[config.mk]
export PLATFORM = sky130hd
export DESIGN_NAME = annexb_nal_scanner
export DESIGN_NICKNAME = d
export VERILOG_FILES = /design/src/rtl/anbs_pkg.sv /design/src/rtl/anbs_ram.sv /design/src/rtl/anbs_scan.sv /design/src/rtl/anbs_out.sv /design/src/rtl/annexb_nal_scanner.sv
export SDC_FILE = /design/constraint.sdc
export NUM_CORES = 1
export LEC_CHECK = 0
export BUFFER_PORTS_ARGS = -buffer_cell sky130_fd_sc_hd__clkbuf_2
export CAP_MARGIN = 20
export CELL_PAD_IN_SITES_DETAIL_PLACEMENT = 0
export CELL_PAD_IN_SITES_GLOBAL_PLACEMENT = 1
export CORE_AREA = 2 2 382 384
export DETAILED_ROUTE_END_ITERATION = 7
export DIE_AREA = 0 0 384 386
export HOLD_SLACK_MARGIN = 0.12
export PLACE_DENSITY = 0.65
export SLEW_MARGIN = 40
export SYNTH_ARGS = -nofsm -noshare
export SYNTH_HDL_FRONTEND = slang
export SYNTH_SLANG_ARGS = --single-unit
[constraint.sdc]
create_clock -name clk -period 4.4 [get_ports clk]
set_input_delay 0.44 -clock clk [delete_from_list [all_inputs] [get_ports clk]]
set_output_delay 0.44 -clock clk [all_outputs]
set_load 0.01 [all_outputs]
[src/rtl/anbs_pkg.sv]
package anbs_pkg;

    localparam int DATA_W  = 8;
    localparam int LEN_W   = 7;
    localparam int INDEX_W = 6;
    localparam int TYPE_W  = 5;
    localparam int BANKS   = 3;

    localparam logic MODE_STREAM = 1'b0;
    localparam logic MODE_READ   = 1'b1;

    localparam logic [TYPE_W-1:0] NAL_SLICE = 5'd1;
    localparam logic [TYPE_W-1:0] NAL_IDR   = 5'd5;
    localparam logic [TYPE_W-1:0] NAL_SPS   = 5'd7;
    localparam logic [TYPE_W-1:0] NAL_PPS   = 5'd8;

    localparam int MIN_SET_LEN = 4;

    typedef logic [1:0] bank_t;

    localparam bank_t BANK_A = 2'd0;
    localparam bank_t BANK_B = 2'd1;
    localparam bank_t BANK_C = 2'd2;

    typedef struct packed {
        logic             is_summary;
        logic             keyframe_seen;
        logic             vcl_seen;
        logic [LEN_W-1:0] sps_length;
        logic [LEN_W-1:0] pps_length;
        logic             in_range;
        bank_t            bank;
    } res_t;

endpackage

[src/rtl/anbs_ram.sv]
module anbs_ram #(
    parameter int WIDTH = 8,
    parameter int DEPTH = 64
) (
    input  logic                     clk,
    input  logic                     wr_en,
    input  logic [$clog2(DEPTH)-1:0] wr_addr,
    input  logic [WIDTH-1:0]         wr_data,
    input  logic                     rd_en,
    input  logic [$clog2(DEPTH)-1:0] rd_addr,
    output logic [WIDTH-1:0]         rd_data
);

    logic [WIDTH-1:0] mem [DEPTH];
    logic [WIDTH-1:0] rd_data_reg;

    always_ff @(posedge clk)
    begin
        if (wr_en)
        begin
            mem[wr_addr] <= wr_data;
        end
        if (rd_en)
        begin
            rd_data_reg <= mem[rd_addr];
        end
    end

    assign rd_data = rd_data_reg;

endmodule

[src/rtl/anbs_scan.sv]
module anbs_scan #(
    parameter int SET_BYTES = 64
) (
    input  logic                       clk,
    input  logic                       rst_n,
    input  logic                       accept,
    input  logic                       mode,
    input  logic [7:0]                 data_byte,
    input  logic                       last_byte,
    input  logic                       which_set,
    input  logic [5:0]                 read_index,
    output logic                       res_valid,
    output anbs_pkg::res_t             res,
    output logic [2:0]                 wr_en,
    output logic [$clog2(SET_BYTES)-1:0] wr_addr,
    output logic [7:0]                 wr_data,
    output logic [$clog2(SET_BYTES)-1:0] rd_addr
);

    import anbs_pkg::*;

    localparam int AW = $clog2(SET_BYTES);
    localparam int CW = $clog2(SET_BYTES + 2);
    localparam int XW = (CW > INDEX_W) ? CW : INDEX_W;

    localparam logic [CW-1:0] SET_C = CW'(SET_BYTES);
    localparam logic [CW-1:0] MIN_C = CW'(MIN_SET_LEN);
    localparam logic [CW-1:0] ONE_C = CW'(1);

    logic [1:0]        zero_run_reg, zero_run_next;
    logic              inside_nal_reg, inside_nal_next;
    logic              expect_header_reg, expect_header_next;
    logic [TYPE_W-1:0] current_type_reg, current_type_next;
    logic [CW-1:0]     byte_count_reg, byte_count_next;
    logic [CW-1:0]     kept_length_reg, kept_length_next;
    logic [CW-1:0]     sps_count_reg, sps_count_next;
    logic [CW-1:0]     pps_count_reg, pps_count_next;
    logic              key_flag_reg, key_flag_next;
    logic              slice_flag_reg, slice_flag_next;
    bank_t             stage_bank_reg, stage_bank_next;
    bank_t             sps_bank_reg, sps_bank_next;
    bank_t             pps_bank_reg, pps_bank_next;

    logic              commit_en;
    logic [CW-1:0]     commit_len;
    logic              stage_we;
    logic              sps_hit;
    logic              pps_hit;
    logic [XW-1:0]     index_x;
    logic [XW-1:0]     count_x;

    always_comb
    begin
        zero_run_next      = zero_run_reg;
        inside_nal_next    = inside_nal_reg;
        expect_header_next = expect_header_reg;
        current_type_next  = current_type_reg;
        byte_count_next    = byte_count_reg;
        kept_length_next   = kept_length_reg;
        sps_count_next     = sps_count_reg;
        pps_count_next     = pps_count_reg;
        key_flag_next      = key_flag_reg;
        slice_flag_next    = slice_flag_reg;
        stage_bank_next    = stage_bank_reg;
        sps_bank_next      = sps_bank_reg;
        pps_bank_next      = pps_bank_reg;
        commit_en          = 1'b0;
        commit_len         = byte_count_reg;
        stage_we           = 1'b0;
        wr_addr            = byte_count_reg[AW-1:0];
        wr_data            = data_byte;

        if (accept && mode == MODE_STREAM)
        begin
            if (expect_header_reg)
            begin
                current_type_next  = data_byte[TYPE_W-1:0];
                stage_we           = 1'b1;
                wr_addr            = '0;
                byte_count_next    = ONE_C;
                kept_length_next   = ONE_C;
                zero_run_next      = 2'd0;
                expect_header_next = 1'b0;
                inside_nal_next    = 1'b1;
                commit_en          = last_byte;
                commit_len         = ONE_C;
            end
            else if (data_byte == 8'd1 && zero_run_reg[1])
            begin
                commit_en          = inside_nal_reg;
                commit_len         = kept_length_reg;
                inside_nal_next    = 1'b0;
                expect_header_next = 1'b1;
                zero_run_next      = 2'd0;
            end
            else
            begin
                if (data_byte == 8'd0)
                begin
                    if (zero_run_reg != 2'd3)
                    begin
                        zero_run_next = zero_run_reg + 2'd1;
                    end
                end
                else
                begin
                    zero_run_next = 2'd0;
                end
                if (inside_nal_reg)
                begin
                    stage_we = (byte_count_reg < SET_C);
                    if (byte_count_reg <= SET_C)
                    begin
                        byte_count_next = byte_count_reg + ONE_C;
                    end
                    if (data_byte != 8'd0)
                    begin
                        kept_length_next = byte_count_next;
                    end
                    commit_en  = last_byte;
                    commit_len = byte_count_next;
                end
            end
        end

        sps_hit = commit_en && current_type_next == NAL_SPS
                  && commit_len >= MIN_C && commit_len <= SET_C;
        pps_hit = commit_en && current_type_next == NAL_PPS
                  && commit_len >= MIN_C && commit_len <= SET_C;

        if (sps_hit)
        begin
            sps_bank_next   = stage_bank_reg;
            stage_bank_next = sps_bank_reg;
            sps_count_next  = commit_len;
        end
        else if (pps_hit)
        begin
            pps_bank_next   = stage_bank_reg;
            stage_bank_next = pps_bank_reg;
            pps_count_next  = commit_len;
        end
        else if (commit_en && current_type_next == NAL_IDR)
        begin
            key_flag_next   = 1'b1;
            slice_flag_next = 1'b1;
        end
        else if (commit_en && current_type_next == NAL_SLICE)
        begin
            slice_flag_next = 1'b1;
        end

        index_x = XW'(read_index);
        count_x = (which_set == 1'b0) ? XW'(sps_count_reg) : XW'(pps_count_reg);

        res_valid         = accept && (mode == MODE_READ || last_byte);
        res.is_summary    = (mode == MODE_STREAM);
        res.keyframe_seen = (mode == MODE_STREAM) && key_flag_next;
        res.vcl_seen      = (mode == MODE_STREAM) && slice_flag_next;
        res.sps_length    = LEN_W'(sps_count_next);
        res.pps_length    = LEN_W'(pps_count_next);
        res.in_range      = (mode == MODE_READ) && (index_x < count_x)
                            && (index_x < XW'(SET_BYTES));
        res.bank          = (which_set == 1'b0) ? sps_bank_reg : pps_bank_reg;

        if (accept && mode == MODE_STREAM && last_byte)
        begin
            key_flag_next      = 1'b0;
            slice_flag_next    = 1'b0;
            zero_run_next      = 2'd0;
            inside_nal_next    = 1'b0;
            expect_header_next = 1'b0;
            current_type_next  = '0;
            byte_count_next    = '0;
            kept_length_next   = '0;
        end
    end

    assign rd_addr  = index_x[AW-1:0];
    assign wr_en[0] = stage_we && stage_bank_reg == BANK_A;
    assign wr_en[1] = stage_we && stage_bank_reg == BANK_B;
    assign wr_en[2] = stage_we && stage_bank_reg == BANK_C;

    always_ff @(posedge clk or negedge rst_n)
    begin
        if (!rst_n)
        begin
            zero_run_reg      <= 2'd0;
            inside_nal_reg    <= 1'b0;
            expect_header_reg <= 1'b0;
            current_type_reg  <= '0;
            byte_count_reg    <= '0;
            kept_length_reg   <= '0;
            sps_count_reg     <= '0;
            pps_count_reg     <= '0;
            key_flag_reg      <= 1'b0;
            slice_flag_reg    <= 1'b0;
            stage_bank_reg    <= BANK_A;
            sps_bank_reg      <= BANK_B;
            pps_bank_reg      <= BANK_C;
        end
        else
        begin
            zero_run_reg      <= zero_run_next;
            inside_nal_reg    <= inside_nal_next;
            expect_header_reg <= expect_header_next;
            current_type_reg  <= current_type_next;
            byte_count_reg    <= byte_count_next;
            kept_length_reg   <= kept_length_next;
            sps_count_reg     <= sps_count_next;
            pps_count_reg     <= pps_count_next;
            key_flag_reg      <= key_flag_next;
            slice_flag_reg    <= slice_flag_next;
            stage_bank_reg    <= stage_bank_next;
            sps_bank_reg      <= sps_bank_next;
            pps_bank_reg      <= pps_bank_next;
        end
    end

    // The three banks must always be a permutation, or a commit would alias two sets.
    a_bank_perm: assert property (@(posedge clk) disable iff (!rst_n)
        stage_bank_reg != sps_bank_reg && stage_bank_reg != pps_bank_reg
        && sps_bank_reg != pps_bank_reg)
        else $error("bank mapping is not a permutation");

    a_kept_le_count: assert property (@(posedge clk) disable iff (!rst_n)
        kept_length_reg <= byte_count_reg)
        else $error("kept length exceeds byte count");

    a_header_excl: assert property (@(posedge clk) disable iff (!rst_n)
        expect_header_reg |-> !inside_nal_reg)
        else $error("header expected while inside a NAL");

endmodule

[src/rtl/anbs_out.sv]
module anbs_out (
    input  logic                 clk,
    input  logic                 rst_n,
    input  logic                 in_accept,
    input  logic                 res_valid,
    input  anbs_pkg::res_t       res,
    input  logic [2:0][7:0]      ram_q,
    output logic                 in_stall,
    output logic                 out_valid,
    input  logic                 out_stall,
    output logic                 is_summary,
    output logic                 keyframe_seen,
    output logic                 vcl_seen,
    output logic [6:0]           sps_length,
    output logic [6:0]           pps_length,
    output logic [7:0]           read_data
);

    import anbs_pkg::*;

    logic              p1_valid_reg;
    res_t              p1_reg;
    logic              out_valid_reg;
    logic              is_summary_reg;
    logic              keyframe_reg;
    logic              vcl_reg;
    logic [LEN_W-1:0]  sps_length_reg;
    logic [LEN_W-1:0]  pps_length_reg;
    logic [DATA_W-1:0] read_data_reg;
    logic [DATA_W-1:0] read_data_next;
    logic              advance;

    assign advance  = !out_valid_reg || !out_stall;
    assign in_stall = p1_valid_reg && !advance;

    always_comb
    begin
        case (p1_reg.bank)
            BANK_A:  read_data_next = ram_q[0];
            BANK_B:  read_data_next = ram_q[1];
            BANK_C:  read_data_next = ram_q[2];
            default: read_data_next = '0;
        endcase
        if (!p1_reg.in_range)
        begin
            read_data_next = '0;
        end
    end

    always_ff @(posedge clk or negedge rst_n)
    begin
        if (!rst_n)
        begin
            p1_valid_reg  <= 1'b0;
            out_valid_reg <= 1'b0;
        end
        else
        begin
            if (in_accept)
            begin
                p1_valid_reg <= res_valid;
            end
            else if (advance)
            begin
                p1_valid_reg <= 1'b0;
            end
            if (advance)
            begin
                out_valid_reg <= p1_valid_reg;
            end
        end
    end

    always_ff @(posedge clk)
    begin
        if (in_accept)
        begin
            p1_reg <= res;
        end
        if (advance && p1_valid_reg)
        begin
            is_summary_reg <= p1_reg.is_summary;
            keyframe_reg   <= p1_reg.keyframe_seen;
            vcl_reg        <= p1_reg.vcl_seen;
            sps_length_reg <= p1_reg.sps_length;
            pps_length_reg <= p1_reg.pps_length;
            read_data_reg  <= read_data_next;
        end
    end

    assign out_valid     = out_valid_reg;
    assign is_summary    = is_summary_reg;
    assign keyframe_seen = keyframe_reg;
    assign vcl_seen      = vcl_reg;
    assign sps_length    = sps_length_reg;
    assign pps_length    = pps_length_reg;
    assign read_data     = read_data_reg;

    a_summary_no_data: assert property (@(posedge clk) disable iff (!rst_n)
        out_valid_reg && is_summary_reg |-> read_data_reg == '0)
        else $error("summary carries read data");

    a_p1_hold: assert property (@(posedge clk) disable iff (!rst_n)
        in_stall |=> p1_valid_reg && $stable(p1_reg))
        else $error("held transaction changed while stalled");

    a_stall_cause: assert property (@(posedge clk) disable iff (!rst_n)
        in_stall |-> p1_valid_reg && out_valid_reg && out_stall)
        else $error("input stalled without a full pipeline");

endmodule

[src/rtl/annexb_nal_scanner.sv]
// H.264 Annex-B NAL scanner.
// The input channel (in_valid, in_stall) carries one transaction per cycle
// while in_stall is low: either one bitstream byte (mode 0) or a read of
// one stored SPS or PPS byte (mode 1). A bitstream byte with last_byte set
// closes the buffer. The output channel (out_valid, out_stall) returns one
// transaction for each read and one summary for each closed buffer; other
// bytes return nothing. The block sustains one byte per clock while in_stall
// is low. A result passes the parameter-set memory read and the request
// register, then the output register. Stored sets live in three RAMs of
// SET_BYTES depth whose roles (staging, SPS, PPS) rotate on commit, so no
// copy is needed. When the receiver stalls, the output register and the
// request register hold their transactions, and in_stall rises once both
// are full. Reset clears the scan state, the stored lengths and the flags
// at once; no memory clearing pass is needed, and the block accepts input
// right after reset is released.
module annexb_nal_scanner #(
    parameter int SET_BYTES = 64
) (
    input  logic       clk,
    input  logic       rst_n,
    input  logic       in_valid,
    output logic       in_stall,
    input  logic       mode,
    input  logic [7:0] data_byte,
    input  logic       last_byte,
    input  logic       which_set,
    input  logic [5:0] read_index,
    output logic       out_valid,
    input  logic       out_stall,
    output logic       is_summary,
    output logic       keyframe_seen,
    output logic       vcl_seen,
    output logic [6:0] sps_length,
    output logic [6:0] pps_length,
    output logic [7:0] read_data
);

    import anbs_pkg::*;

    localparam int AW = $clog2(SET_BYTES);

    logic            accept;
    logic            res_valid;
    res_t            res;
    logic [2:0]      wr_en;
    logic [AW-1:0]   wr_addr;
    logic [7:0]      wr_data;
    logic [AW-1:0]   rd_addr;
    logic            rd_en;
    logic [2:0][7:0] ram_q;

    assign accept = in_valid && !in_stall;
    assign rd_en  = accept && mode == MODE_READ;

    anbs_scan #(
        .SET_BYTES (SET_BYTES)
    ) u_scan (
        .clk        (clk),
        .rst_n      (rst_n),
        .accept     (accept),
        .mode       (mode),
        .data_byte  (data_byte),
        .last_byte  (last_byte),
        .which_set  (which_set),
        .read_index (read_index),
        .res_valid  (res_valid),
        .res        (res),
        .wr_en      (wr_en),
        .wr_addr    (wr_addr),
        .wr_data    (wr_data),
        .rd_addr    (rd_addr)
    );

    for (genvar i = 0; i < BANKS; i++)
    begin : g_bank
        anbs_ram #(
            .WIDTH (DATA_W),
            .DEPTH (SET_BYTES)
        ) u_ram (
            .clk     (clk),
            .wr_en   (wr_en[i]),
            .wr_addr (wr_addr),
            .wr_data (wr_data),
            .rd_en   (rd_en),
            .rd_addr (rd_addr),
            .rd_data (ram_q[i])
        );
    end

    anbs_out u_out (
        .clk           (clk),
        .rst_n         (rst_n),
        .in_accept     (accept),
        .res_valid     (res_valid),
        .res           (res),
        .ram_q         (ram_q),
        .in_stall      (in_stall),
        .out_valid     (out_valid),
        .out_stall     (out_stall),
        .is_summary    (is_summary),
        .keyframe_seen (keyframe_seen),
        .vcl_seen      (vcl_seen),
        .sps_length    (sps_length),
        .pps_length    (pps_length),
        .read_data     (read_data)
    );

endmodule
==> reports/summary.md, run 1 <==
The flow ran to the end, and the final reports show no timing, DRC or antenna violations. The total core area was 145000 um^2; the switching share of power was 21.5%. The analysis attributes to net switching a power of 0.00728 W. Entering global routing, the biggest net connects 184 pins. The total via count after detailed routing is 31200. The effective utilization at floorplan was 44.6%; the vertical die dimension was 386 um.

The first-pass GRT wire length is 240 mm. VDD sags by at most 0.300 mV. At the worst endpoint, the required time is 4.89 ns.

From left edge to right edge, the die measures 384 um. The gate count after technology mapping was 2918; the flip-flop count of the largest register, all copies and words added was 1536. The post-synthesis instance area was 64500 um^2. In this run, placement finished with an instance count of 4917.

The distinct cell type count after synthesis was 66; the time the final worst path needs with I/O delays and setup was 3.94 ns. For the worst setup path, the data arrival time is 4.43 ns. The final layout contains 3213 nets. Commonest register cell after synthesis: sky130_fd_sc_hd__edfxtp_1. The fraction of registers with async set or reset after synthesis is 2.85%, and the clock latency on the worst-skew pair is 0.82 ns. The tools report the die outline area as 148000 um^2. The number of standard-cell rows in the floorplan was 140; the via-per-instance ratio was 5.95.

The total wire length is 167 mm. The logs give 0.552 ns for the minimum setup slack after placement and 0 for the post-route antenna net violation count. The first detailed-routing pass ran for 6 iterations. Clock tree synthesis inserted a total of 169 buffers. The logs give 0.872 for the routability congestion estimate and 0 for the number of setup violations in the final report.

Number of hold-slack violations in the final timing report: 0. The share of total power dissipated in sequential elements is 51.4%. The total power divided by cell area was 456 nW/um^2; the post-cts hold buffer count was 11. Input and output buffers added on the ports amount to 47. The tools report the startpoint type of the worst setup path as a flop. For the number of warnings printed during yosys synthesis, the log shows 0. The total number of clock tree sinks is 1652, and the post-detailed-route wirelength per cell is 31.8 um. The maximum level of the CTS H-tree came out at 4. After global routing the overflow that remains totals 0.

The tightest slew margin relative to the limit is 39.8%, and the worst path setup slack after routing is 0.461 ns. The mean instance size in the synthesized netlist came out at 22.1 um^2. The share of total power dissipated in the clock network is 42.9%. The worst-case reg-to-reg path depth was 9; the max-cap violation count was 0. In this run, synthesis produced a sequential element count of 1652.

The root buffer selected by CTS is sky130_fd_sc_hd__clkbuf_16. The total DRC errors in the routed layout is 0. In the finished design, the share of the clock period the worst path needs comes to 89.5%. Combinational cells account for 5.7% of the total power. For the post-cts sizing count, the log shows 0. Setup repair after global routing left no endpoint under its margin. Global routing used 22.9% of the available tracks across all layers. The tightest hold path in the finished design has a slack of 0.272 ns.

The logs give 23.4 nW for the leakage dissipation and 0.0501 ns for the worst-case clock skew. Relative to the synthesized area, the layout overhead comes to 15.4%. The finished layout holds 5245 standard cells, fillers aside. The worst-path maximum fanout was 10; the clock-pin slew on the worst setup and hold paths was 0.06 ns. The final count of pins violating max slew is 0.

In this run the count of I/O pins placed on the die edge is 48. Adding up every negative setup slack in the final design gives 0 ns. Yosys mapped a number of flops with a built-in enable equal to 1605.

The portion of the post-synthesis area used by sequential elements is 76.5%, and the number of buffers inserted to repair setup after CTS is 0. Internal power comes to 0.0266 W. In this run the deepest clock path goes through 3 buffers. In the final layout, the multi-input gates occupy 14700 um^2. At the pin with the least slew margin, the transition time is 0.901 ns. Number of antenna violations at the first check in global routing: 5. HPWL after detailed placement: 107 mm. In the final layout, flip-flops and latches occupy 49400 um^2.

The path class of the tightest hold or removal check is input pin to flop. After filler insertion, the fill cell instance count of the layout stands at 11200. TritonCTS built the clock tree. The fraction of final layout cells with drive strength greater than 1 is 32.2%.

The worst hold path passes through 2 cells. The tools report the maximum operating frequency as 0.254 GHz. STA classifies the critical path endpoint as a flop.

Path type of the worst setup path: flop to flop. The via count of the first global-routing pass was 31900. The detailed router finished its first iteration with 3737 violations. The number of nets handed over by synthesis was 2947.
## path summary, 6_finish.rpt
check | start | to | slack (ns)
hold / removal | data_byte[0] | g_bank[0].u_ram.mem[31][0] | 0.27
min in group asynchronous | rst_n | u_out.p1_valid_reg | 0.31
setup reg to reg | u_scan.byte_count_reg[0] | u_out.p1_reg[6] | 0.46
max in group asynchronous | rst_n | u_scan.kept_length_reg[6] | 3.63
hold reg to reg | u_out.p1_reg[8] | u_out.pps_length[5] | 0.42
setup / recovery | u_scan.byte_count_reg[0] | u_out.p1_reg[6] | 0.46
## metrics by stage
| stage | instance area (um^2) | util (%) | total power (W) |
|---|---|---|---|
| after floorplan | 64500 | - | 0.0188 |
| after global placement | 68500 | 47.4 | 0.0197 |
| after detailed placement | 68500 | 47.4 | 0.0197 |
| after CTS | 74300 | 51.4 | 0.0342 |
| after global routing | 74400 | 51.5 | 0.0349 |
| final | 74400 | 51.5 | 0.0339 |
## cells in the mapped netlist, types with 6 or more instances
cell type	number	area [um^2]
sky130_fd_sc_hd__mux4_2	504	11400
sky130_fd_sc_hd__clkbuf_1	110	413
sky130_fd_sc_hd__dfrtp_1	45	1130
sky130_fd_sc_hd__ha_1	8	100
sky130_fd_sc_hd__and2_1	10	62.6
sky130_fd_sc_hd__a21oi_1	25	125
sky130_fd_sc_hd__inv_1	10	37.5
sky130_fd_sc_hd__nor2_1	232	871
sky130_fd_sc_hd__o22ai_1	10	62.6
sky130_fd_sc_hd__nor3_1	18	90.1
sky130_fd_sc_hd__mux2_2	8	90.1
sky130_fd_sc_hd__nand3_1	7	35.0
sky130_fd_sc_hd__buf_1	48	180
sky130_fd_sc_hd__mux2i_1	16	160
sky130_fd_sc_hd__a311oi_1	8	70.1
sky130_fd_sc_hd__o21a_1	8	60.1
sky130_fd_sc_hd__nand2_1	110	413
sky130_fd_sc_hd__a211oi_1	6	45.0
sky130_fd_sc_hd__o21ai_0	22	110
sky130_fd_sc_hd__edfxtp_1	1605	48200
## placed cells by master (no fill, tap or decap), types with 16 or more instances in the layout
cell,Yosys,final
sky130_fd_sc_hd__edfxtp_1,1605,1605
sky130_fd_sc_hd__mux4_2,504,504
sky130_fd_sc_hd__nor2_1,232,186
sky130_fd_sc_hd__clkbuf_16,0,173
sky130_fd_sc_hd__buf_4,0,165
sky130_fd_sc_hd__nand2_1,110,109
sky130_fd_sc_hd__nor2_2,0,46
sky130_fd_sc_hd__dfrtp_1,45,45
sky130_fd_sc_hd__clkinv_1,1,39
sky130_fd_sc_hd__clkbuf_1,110,33
sky130_fd_sc_hd__clkbuf_2,0,33
sky130_fd_sc_hd__buf_12,0,29
sky130_fd_sc_hd__clkinv_2,0,27
sky130_fd_sc_hd__a21oi_1,25,25
sky130_fd_sc_hd__o21ai_0,22,22
sky130_fd_sc_hd__bufinv_16,0,21
sky130_fd_sc_hd__nor3_1,18,18
sky130_fd_sc_hd__mux2i_1,16,16
## layer usage
metal | GRT usage (%) | vias up | wire, um
met5 | 0 | - | 20
met4 | 7.92 | 4 | 5660
met3 | 4.45 | 249 | 11800
met2 | 36.8 | 1276 | 81500
met1 | 31.5 | 16900 | 68100
li1 | - | 12800 | -
## worst max-delay path, cell delays in order (launching register included)
cell and delay [ns]:
sky130_fd_sc_hd__dfrtp_1 0.51, sky130_fd_sc_hd__clkinv_1 0.11, sky130_fd_sc_hd__ha_1 0.15, sky130_fd_sc_hd__or4b_1 0.50, sky130_fd_sc_hd__o21ai_1 0.49, sky130_fd_sc_hd__a31oi_1 0.16, sky130_fd_sc_hd__o221ai_1 0.47, sky130_fd_sc_hd__nand3_1 0.40
sky130_fd_sc_hd__mux2i_1 0.63, sky130_fd_sc_hd__a21oi_1 0.21
## power groups by stage
stage               Combinational [W]  Sequential [W]  Clock (W)
floorplan                     0.00102          0.0177          0
global placement              0.00191          0.0178          0
detailed placement            0.00194          0.0178          0
CTS                           0.00195          0.0174     0.0148
global route                  0.00204          0.0174     0.0154
finish                        0.00193          0.0174     0.0145
## layout make-up
type	instances	area share, %
Tap cell	1917	3.22
Antenna cell	1	0.00336
Timing Repair Buffer	255	3.11
Clock inverter	106	1.56
Sequential cell	1652	66.3
Inverter	11	0.0555
Clock buffer	208	6.02
Multi-Input combinational cell	1095	19.7
## kinds of logic (layout without fill, tap and decap cells)
| group | after synthesis | after routing | share of synthesized area (%) |
|---|---|---|---|
| adder cells (fa/ha/maj) | 8 | 8 | 0.155 |
| AND/OR/NAND/NOR | 427 | 427 | 2.88 |
| AO/OA/AOI/OAI | 125 | 125 | 1.34 |
| other | 0 | 1 | 0 |
| flip-flops | 1652 | 1652 | 76.5 |
| multiplexers | 530 | 530 | 18.0 |
| buffers and inverters | 171 | 580 | 0.999 |
| XOR/XNOR | 5 | 5 | 0.0679 |
Power figures use the tool's default switching activity.
==> run 2: changes to the inputs <==
==> constraint.sdc (replaced) <==
create_clock -name clk -period 4.3 [get_ports clk]
set_input_delay 0.43 -clock clk [delete_from_list [all_inputs] [get_ports clk]]
set_output_delay 0.43 -clock clk [all_outputs]
set_load 0.01 [all_outputs]
==> run 2 against run 1 <==
Setup slack got worse by 0.12 ns. First-iteration DRC count decreased by 6.2%. Fmax decreased by 0.55%. Sequential power increased by 2%. Core utilization decreased by 0.52 points. Worst hold slack got worse by 0.029 ns. Wire length decreased by 2.1%. Global-route usage decreased by 0.49 points. Critical path depth unchanged. Register-to-register slack got worse by 0.12 ns.
==> reports/summary.md, run 2 (synthesis results as in run 1) <==
The flow ran to the end, and the final reports show no timing, DRC or antenna violations. For the total core area, the log shows 145000 um^2 (unchanged). The share of the cycle needed by the critical path after routing works out to 92.1% (+2.6 points). The total number of clock tree sinks came out at 1652 (unchanged). The logs give 0 ns (unchanged) for the setup TNS after final layout and 30800 (-1.3%) for the total via count after detailed routing. The run gives 0 (unchanged) as the number of hold-slack violations in the final timing report. The delay contributed by the slowest stage of the critical path was 0.52 ns (-0.11 ns).

The worst hold path belongs to the class input pin to flop. The peak ir drop on the vdd network is 0.356 mV (+19%). The tools report the via count of the first global-routing pass as 31800 (-0.27%).

The effective utilization at floorplan was 44.6% (unchanged); the die outline width was 384 um (unchanged). The run gives 22.4% (-0.49 points) as the overall track demand over capacity in global routing. The root buffer selected by CTS was sky130_fd_sc_hd__clkbuf_16. The run gives 22.9 nW (-2.3%) as the leakage dissipation.

The fraction of final layout cells with drive strength greater than 1 was 31.7% (-0.50 points). The post-placement cell area is 68100 um^2 (-0.67%), and the number of antenna violations at the first check in global routing is 6 (+1). For the critical path data arrival time, the log shows 4.44 ns (about the same). The flip-flop count of the largest register, all copies and words added works out to 1536 (unchanged). The first element of the critical path was u_scan.byte_count_reg[0]. The post-detailed-route wirelength per cell was 31.7 um (-0.58%). The tools report the number of buffers inserted to repair setup after CTS as 0 (unchanged). The run gives 0 (unchanged) as the total DRC errors in the routed layout. The run gives 4 (unchanged) as the maximum level of the CTS H-tree. Maximum operating frequency: 0.252 GHz (-0.55%). The library cell contributing the largest single delay on the critical path was sky130_fd_sc_hd__mux2i_2. Leaving out fill and tap cells, the most frequent cells in the layout are 1605 x sky130_fd_sc_hd__edfxtp_1, 504 x sky130_fd_sc_hd__mux4_2, 175 x sky130_fd_sc_hd__clkbuf_16, 149 x sky130_fd_sc_hd__nor2_1, 109 x sky130_fd_sc_hd__nand2_1. For the setup slack of the most critical reg-to-reg path, the log shows 0.34 ns (-0.12 ns).

The run gives 163 mm (-2.1%) as the total wire length. The worst-path maximum fanout was 10 (unchanged); the vertical die dimension was 386 um (unchanged). The run gives 5 (-1) as the detailed-router iteration count before antenna repair. The remaining global-route overflow is 0 (unchanged), and the via-per-instance ratio is 5.96 (+0.21%). The worst-case reg-to-reg path depth was 9 (unchanged); the routability congestion estimate was 0.882 (+1.2%).

TritonCTS built the clock tree. The worst hold path endpoint is g_bank[2].u_ram.mem[33][5]. The depth of the worst hold-timing path came out at 2 (unchanged). For the maximum buffer depth of the clock tree, the log shows 3 (unchanged). For the die outline area, the log shows 148000 um^2 (unchanged). The endpoint of the worst-slack reg-to-reg timing path was u_out.p1_reg[14]. The first-pass GRT wire length is 235 mm (-1.8%), and the total placed cells including tap cells is 4851 (-1.3%). The run gives 181 (-1.6%) as the pin count of the biggest net entering global routing.

The count of input and output buffers is 47 (unchanged). The number of standard-cell rows in the floorplan was 140 (unchanged); the transition at the pin with the smallest max-transition slack was 0.939 ns (+0.0374 ns). The net count reported at finish was 3143 (-2.2%). The worst path setup slack after routing came out at 0.339 ns (-0.122 ns). The gate family responsible for the most delay along the worst path is compound AO/OA/AOI/OAI gates. The tools report the clock latency on the worst-skew pair as 0.78 ns (-0.04 ns). Setup repair after global routing left no endpoint under its margin.

The clock-pin slew on the worst setup and hold paths is 0.06 ns (about the same). The critical path goes through clkinv_1, ha_1, or4b_1, o21ai_1, a31oi_1, o221ai_1, nand3_1, mux2i_2, a21oi_1. The post-route antenna net violation count was 0 (unchanged). The tightest slew margin relative to the limit is 37.2% (-2.6 points). STA classifies the critical path startpoint as a flop. The run gives 5164 (-1.5%) as the non-filler instance count after layout.

HPWL after detailed placement: 106 mm (-0.89%). Total power: 0.0339 W (-0.12%). Beginning of the worst register-to-register path: u_scan.byte_count_reg[0]. Category of the worst setup path capture point: a flop. Compared with the post-synthesis result, the final layout area differs by 14.2%.

The buffer and inverter count on the worst path is 1 (unchanged). For the final non-filler cell area, the log shows 73700 um^2 (-1.0%). The total power divided by cell area was 460 nW/um^2 (+0.90%). The hold path startpoint is data_byte[5]. The run gives 168 (-0.59%) as the number of buffers created by CTS. Path type of the worst setup path: flop to flop. The max-cap violation count was 0 (unchanged). The logs give 0.0241 ns (-0.0259 ns) for the worst-case clock skew and 3505 (-6.2%) for the number of DRC violations after detailed-routing iteration 0. The time the final worst path needs with I/O delays and setup is 3.96 ns (+0.0218 ns). The logs give 0 (unchanged) for the final count of pins violating max slew and 0.288 ns (-0.265 ns) for the minimum setup slack after placement. The I/O pin count was 48 (unchanged). The number of setup violations in the final report came out at 0 (unchanged).

The library cell used most frequently in the layout, excluding fill and tap cells, is sky130_fd_sc_hd__edfxtp_1. The required time of the critical path came out at 4.78 ns (-0.11 ns).
[run 2: how the worst max path moves through the flow]
stage	endpoint	slack, ns	depth (start not counted)
after detailed placement	u_out.p1_reg[14]	0.29	9
after floorplan	g_bank[0].u_ram.rd_data[0]	0.97	6
after CTS	u_out.p1_reg[7]	0.24	9
after global routing	u_out.p1_reg[7]	0.06	9
final	u_out.p1_reg[14]	0.34	9
after global placement	u_out.p1_reg[8]	0.45	10
[run 2: timing repair]
| action | CTS | global route |
|---|---|---|
| endpoints found under the setup margin | 0 | 8 |
| hold buffers | 7 | 1 |
| hold endpoints to repair | 65 | 23 |
| resized for setup | 0 | 1 |
[run 2: final cells by class]
class                   instances  area [um^2]
inverters                      11         41.3
clock inverters                88          762
multi-input cells            1095        14800
clock buffers                 212         4530
well taps                    1917         2400
flip-flops and latches       1652        49400
repair buffers                186         1810
diodes                          3         7.51
fillers                     11300        70800
[run 2: report_power, final]
group	internal [W]	switching [W]	total (W)
Sequential	0.0178	0.0000697	0.0178
Clock	0.00810	0.00595	0.0141
Combinational	0.000766	0.00120	0.00197
[run 2: per-layer routing]
metal	track usage [%]	vias to the layer above	share of wire (%)
li1	-	12700	-
met1	30.3	16600	40
met2	36.2	1259	49
met3	5.17	246	8.0
met4	7.51	0	3.2
met5	0	-	0
[run 2: through the flow]
| step | utilization, % | hold WS (ns) |
|---|---|---|
| floorplan | - | 0.134 |
| global placement | 47.0 | 0.405 |
| detailed placement | 47.1 | 0.405 |
| CTS | 50.8 | 0.182 |
| global route | 51.0 | 0.220 |
| finish | 51.0 | 0.242 |
